### config.mk
export PLATFORM = sky130hd
export DESIGN_NAME = mt64_kiss
export DESIGN_NICKNAME = d
export VERILOG_FILES = /design/src/rtl/mt64_pkg.sv /design/src/rtl/mt64_kiss.sv
export SDC_FILE = /design/constraint.sdc
export NUM_CORES = 1
export LEC_CHECK = 0
export ABC_AREA = 1
export BUFFER_PORTS_ARGS = -buffer_cell sky130_fd_sc_hd__buf_2
export CAP_MARGIN = 20
export CELL_PAD_IN_SITES_DETAIL_PLACEMENT = 1
export CELL_PAD_IN_SITES_GLOBAL_PLACEMENT = 2
export CORE_MARGIN = 2
export CORE_UTILIZATION = 44
export CTS_CLUSTER_DIAMETER = 150
export CTS_CLUSTER_SIZE = 8
export DETAILED_ROUTE_END_ITERATION = 8
export PLACE_DENSITY = 0.95
export SLEW_MARGIN = 10
export SYNTH_ARGS = -nofsm -noshare
export SYNTH_HDL_FRONTEND = slang
export SYNTH_SLANG_ARGS = --single-unit
### constraint.sdc
create_clock -name i_clk -period 17.95 [get_ports i_clk]
set_input_delay 0.8975 -clock i_clk [delete_from_list [all_inputs] [get_ports i_clk]]
set_output_delay 0.8975 -clock i_clk [all_outputs]
set_load 0.005 [all_outputs]
### src/rtl/mt64_pkg.sv
// Shared types, constants and helper functions for the MT19937-64 generator.
// No dependencies; the KISS unit, the top level and the testbench refer to it by scoped names.
package mt64_pkg;

    localparam int unsigned WORDS      = 312;
    localparam int unsigned MID_OFFSET = 156;
    localparam int unsigned AW         = 9;

    localparam logic [63:0] TWIST_MATRIX = 64'hB5026F5AA96619E9;
    localparam logic [63:0] UPPER_MASK   = 64'hFFFFFFFF80000000;
    localparam logic [63:0] LOWER_MASK   = 64'h000000007FFFFFFF;
    localparam logic [63:0] TEMPER_B     = 64'h5555555555555555;
    localparam logic [63:0] TEMPER_C     = 64'h71D67FFFEDA60000;
    localparam logic [63:0] TEMPER_D     = 64'hFFF7EEE000000000;
    localparam logic [63:0] INIT_MULT    = 64'd6364136223846793005;
    localparam logic [63:0] KEY_MULT     = 64'd3935559000370003845;
    localparam logic [63:0] FINAL_MULT   = 64'd2862933555777941757;
    localparam logic [63:0] INIT_WORD    = 64'd19650218;
    localparam logic [63:0] SEED_RESET   = 64'd5489;
    localparam logic [63:0] TOP_BIT      = 64'h8000000000000000;

    localparam logic [31:0] KISS_Z0     = 32'd362436069;
    localparam logic [31:0] KISS_W0     = 32'd521288629;
    localparam logic [31:0] KISS_JSR0   = 32'd123456789;
    localparam logic [31:0] KISS_JCONG0 = 32'd380116160;

    localparam logic [AW-1:0] LAST_IDX = AW'(WORDS - 1);

    // Controller states: seeding (init run, key run, final run) and draw.
    typedef enum logic [3:0] {
        S_IDLE,
        S_A1,
        S_A2,
        S_ST1,
        S_ST2,
        S_ST3,
        S_WRAP,
        S_FIN,
        S_D1,
        S_D2,
        S_D3,
        S_D4,
        S_OUT
    } t_state;

    // Fold the top two bits into the word, used by every init recurrence.
    function automatic logic [63:0] mix62(input logic [63:0] v);
        mix62 = v ^ {62'd0, v[63:62]};
    endfunction

    // Output tempering of one twisted word.
    function automatic logic [63:0] temper(input logic [63:0] v);
        logic [63:0] x;
        x = v;
        x = x ^ ((x >> 29) & TEMPER_B);
        x = x ^ ((x << 17) & TEMPER_C);
        x = x ^ ((x << 37) & TEMPER_D);
        x = x ^ (x >> 43);
        temper = x;
    endfunction

endpackage

### src/rtl/mt64_kiss.sv
// KISS key generator: one 32-bit output per step, result registered.
// No dependencies beyond mt64_pkg for the start constants.
module mt64_kiss (
    input  logic        i_clk,
    input  logic        i_init,
    input  logic [31:0] i_fold,
    input  logic        i_step,
    output logic [31:0] o_value
);

    logic [31:0] r_z;
    logic [31:0] r_w;
    logic [31:0] r_jsr;
    logic [31:0] r_jcong;
    logic [31:0] r_value;
    logic [31:0] n_z;
    logic [31:0] n_w;
    logic [31:0] n_jsr;
    logic [31:0] n_jcong;
    logic [31:0] n_value;
    logic [31:0] s1;
    logic [31:0] s2;
    logic [31:0] mwc;

    // Next state of the four component generators.
    always_comb begin
        n_z     = 32'(32'd36969 * {16'd0, r_z[15:0]}) + {16'd0, r_z[31:16]};
        n_w     = 32'(32'd18000 * {16'd0, r_w[15:0]}) + {16'd0, r_w[31:16]};
        mwc     = {n_z[15:0], 16'd0} + n_w;
        n_jcong = 32'(32'd69069 * r_jcong) + 32'd1234567;
        s1      = r_jsr ^ (r_jsr >> 13);
        s2      = s1 ^ (s1 << 17);
        n_jsr   = s2 ^ (s2 << 5);
        n_value = (mwc ^ n_jcong) + n_jsr;
    end

    always_ff @(posedge i_clk) begin
        if (i_init) begin
            r_z     <= i_fold ^ mt64_pkg::KISS_Z0;
            r_w     <= i_fold ^ mt64_pkg::KISS_W0;
            r_jsr   <= i_fold ^ mt64_pkg::KISS_JSR0;
            r_jcong <= i_fold ^ mt64_pkg::KISS_JCONG0;
        end else if (i_step) begin
            r_z     <= n_z;
            r_w     <= n_w;
            r_jsr   <= n_jsr;
            r_jcong <= n_jcong;
            r_value <= n_value;
        end
    end

    assign o_value = r_value;

endmodule

==> results.txt <==
The residual antenna-violating net count after detailed routing is 0. The first routing iteration left 1431 violations. The number of hold-repair buffers added at the cts stage is 0. The worst hold path belongs to the class register to register. The clock passes through at most 2 buffers.

The run finished with clean final reports. STA classifies the critical path endpoint as a register. The element type at the critical path start is a register. Among all stages on the critical path, the largest delay is contributed by sky130_fd_sc_hd__edfxtp_1.

The maximum clock skew at final layout came out at around 0.015 ns. Relative to the synthesized area, the layout overhead comes to 7.35%. The synthesized netlist net count is 3693. The routed length on met3 is just over 4000 um.

The met2 wire length came out at 41300 um. The starting density of the core is 44.3%. The largest fanout on the critical path came out at 5. The cell area that synthesis handed to floorplanning was 25400 sq um.

The via count of the first global-routing pass was 22800. Derived from the worst setup path, the maximum achievable clock frequency is 118 MHz. The max-cap check violation count came out at 0. The mean number of vias per cell came out at 5.40. The horizontal die dimension came out at 244 um. The worst-margin pin slew is roughly 1.1 ns. The proportion of netlist area held by the largest area contributor came out at a little under a quarter. The endpoint identified for the worst register-to-register timing path is o_value[31]. The yosys synthesis warning count came out at 0. The fill cell instance count of the final layout is 6866. The number of register bits inferred by synthesis came out at 160. The setup slack at placement is about 9.5 ns. The path with the worst hold slack has its endpoint at r_w[1]. The async set-reset flop share out of synthesis is 0%.

The detailed-routing iteration count for the pre-antenna-repair pass came out at 6. In this run the tool buffered the top-level ports with 66 buffer cells. The logic depth of the worst register-to-register path came out at 45. The number of flops mapped to enable cells by yosys came out at 160. The mean instance size in the synthesized netlist is roughly 8.6 sq um. The number of gates resized after cts came out at 0. The setup-violating endpoint count in the final report came out at 0. The most numerous cell type found on the critical path is sky130_fd_sc_hd__nand2_1. The global router's overall resource usage is around 29%. The peak per-stage delay on the critical path is roughly 0.50 ns. The instance count along the most critical hold path is 2. In the synthesized netlist the dominant register cell turns out to be sky130_fd_sc_hd__edfxtp_1. The share of the clock period used by the worst path came out at 47.1%. The top layer reached by signal wires is met4.

The buffers inserted during post-CTS setup optimization is 0. The worst path setup slack after routing is roughly 9.5 ns. The H-tree depth is 4.

The half-perimeter wire length of the detailed placement result came out at 73000 um. The met1 wire length is 37500 um. The number of rows created at floorplan came out at 88. The area inside the core boundary came out at 57400 sq um.

The most repeated cell in the gate-level netlist after synthesis is sky130_fd_sc_hd__inv_1. The number of inserted diodes came out at 0. The boundary pin count is 67.

The clock period minus worst slack is 8.46 ns. The instance count of the mapped netlist came out at 2955. In this run the tightest slew margin relative to its limit is between 20% and 30%. The worst endpoint data arrival time is 8.71 ns.

The number of unique standard cell types used by synthesis came out at roughly 50. The final-report max-slew violation count came out at 0. The count of final hold-check violations is 0. The slack of the worst reg-to-reg path is 9.49 ns.

The critical path is of the register to register type. The data required time at the worst endpoint is 18.21 ns. The number of clock buffers inserted by TritonCTS came out at 17.

The number of antenna violations at the first check in global routing came out at 0. The first global-routing pass estimated 133000 um of wire. The maximum number of pins on one net before global-route repair came out at a little over 80.

The ratio of cells with drive above 1 in the final layout came out at 5.72%. The area of the die is 59700 sq um. TritonCTS built the clock tree. The sequential element share of the synthesized area came out at 18.9%. At the end of the flow, the number of nets in the layout was 3766. The routed wire length is between 80000 and 90000 um. The cell taking the most area after synthesis is sky130_fd_sc_hd__ha_1. At the end of routability-driven placement, the weighted congestion stood at 0.938. The vertical die dimension is 244 um.

Ranked by total cell area, the synthesized netlist is headed by sky130_fd_sc_hd__ha_1 23%, sky130_fd_sc_hd__fa_1 19%, sky130_fd_sc_hd__edfxtp_1 19%. The clock transition at the registers of the reported paths came out at 0.08 ns. Ranked by instance count, the synthesized netlist is headed by 675 x sky130_fd_sc_hd__inv_1, 525 x sky130_fd_sc_hd__nand2_1, 460 x sky130_fd_sc_hd__ha_1.

After detailed routing, the number of remaining DRC violations is 0. The latest clock arrival within the worst-skew pair is 0.49 ns. The average wire per standard cell came out at 22.3 um. The detailed-route via count is 20600.

The startpoint identified for the worst hold timing path is r_w[17]. Setup repair after global routing left no endpoint under its margin. Summed over all layers, the global routing overflow is 0. The CTS sink count is 160. The post-route setup TNS came out at 0 ns. The worst register-to-register path begins at r_w[4]. CTS placed an instance of sky130_fd_sc_hd__clkbuf_16 at the clock tree root.
area by class of cell:
class,instances,area [sq um],area share (%)
Clock buffer,18,429,1.57
Tap cell,765,957,3.51
Clock inverter,14,155,0.569
Sequential cell,160,4800,17.6
Multi-Input combinational cell,2096,18000,65.9
Timing Repair Buffer,71,388,1.42
Inverter,682,2560,9.38
worst max-delay path by stage:
stage                       from          end
after floorplan           r_w[4]  o_value[31]
after global placement    r_w[4]  o_value[31]
after detailed placement  r_w[4]  o_value[31]
after CTS                 r_w[4]  o_value[31]
after global routing      r_w[4]  o_value[31]
final                     r_w[4]  o_value[31]
worst max-delay path: cells and delay by family (launching register included):
kind	cells	cell delay (ns)
adders and majority gates	9	3.37
xor gates and xnor gates	3	0.45
and+or+nand+nor	22	2.48
DFF	1	0.50
AOI/OAI and AO/OA	5	1.09
buffers and inverters	6	0.35
layout by cell type, fill, tap and decap left out, types with 17 or more instances in the layout:
cell type / netlist / final
sky130_fd_sc_hd__o21ai_0: 101 / 101
sky130_fd_sc_hd__xor2_1: 122 / 122
sky130_fd_sc_hd__a21oi_1: 147 / 147
sky130_fd_sc_hd__nand3_1: 84 / 84
sky130_fd_sc_hd__or2_2: 17 / 17
sky130_fd_sc_hd__fa_1: 243 / 243
sky130_fd_sc_hd__xnor2_1: 84 / 84
sky130_fd_sc_hd__nor2_1: 123 / 122
sky130_fd_sc_hd__buf_2: 1 / 66
sky130_fd_sc_hd__edfxtp_1: 160 / 160
sky130_fd_sc_hd__inv_1: 675 / 675
sky130_fd_sc_hd__clkbuf_16: 0 / 17
sky130_fd_sc_hd__nand4_1: 23 / 23
sky130_fd_sc_hd__nand2_2: 23 / 23
sky130_fd_sc_hd__ha_1: 460 / 460
sky130_fd_sc_hd__nand2_1: 525 / 524
cell families (layout without fill, tap and decap cells):
| family | Yosys count | after routing | synth area share (%) |
|---|---|---|---|
| xor gates and xnor gates | 207 | 207 | 7.19 |
| adders and majority gates | 703 | 703 | 41.8 |
| DFF | 160 | 160 | 18.9 |
| AOI/OAI and AO/OA | 336 | 336 | 7.45 |
| and+or+nand+nor | 850 | 850 | 14.3 |
| buffers and inverters | 699 | 785 | 10.4 |
through the flow:
stage          util (%)  cell area (sq um)  std cells  hold WS, ns
6_report           47.6              27300       3806        0.629
5_1_grt            47.6              27300       3806        0.660
4_1_cts            47.5              27300       3805        0.630
3_5_place_dp       46.5              26700       3773        0.615
2_1_floorplan         -              25400       2955        0.535
3_3_place_gp       46.5              26700       3773        0.609
routing by layer:
| layer | up-vias | global-route usage [%] |
|---|---|---|
| li1 | 9566 | - |
| met1 | 10400 | 39.1 |
| met2 | 521 | 50.7 |
| met3 | 114 | 3.48 |
| met4 | 0 | 7.32 |
| met5 | - | 0 |
state kept, by name (all words and copies together), names as in the netlist:
register	flops
r_jcong	32
o_value	32
r_z	32
r_w	32
r_jsr	32
Power is not shown: default switching activity piles up to over one toggle a cycle in this logic, so the estimate is an artifact.
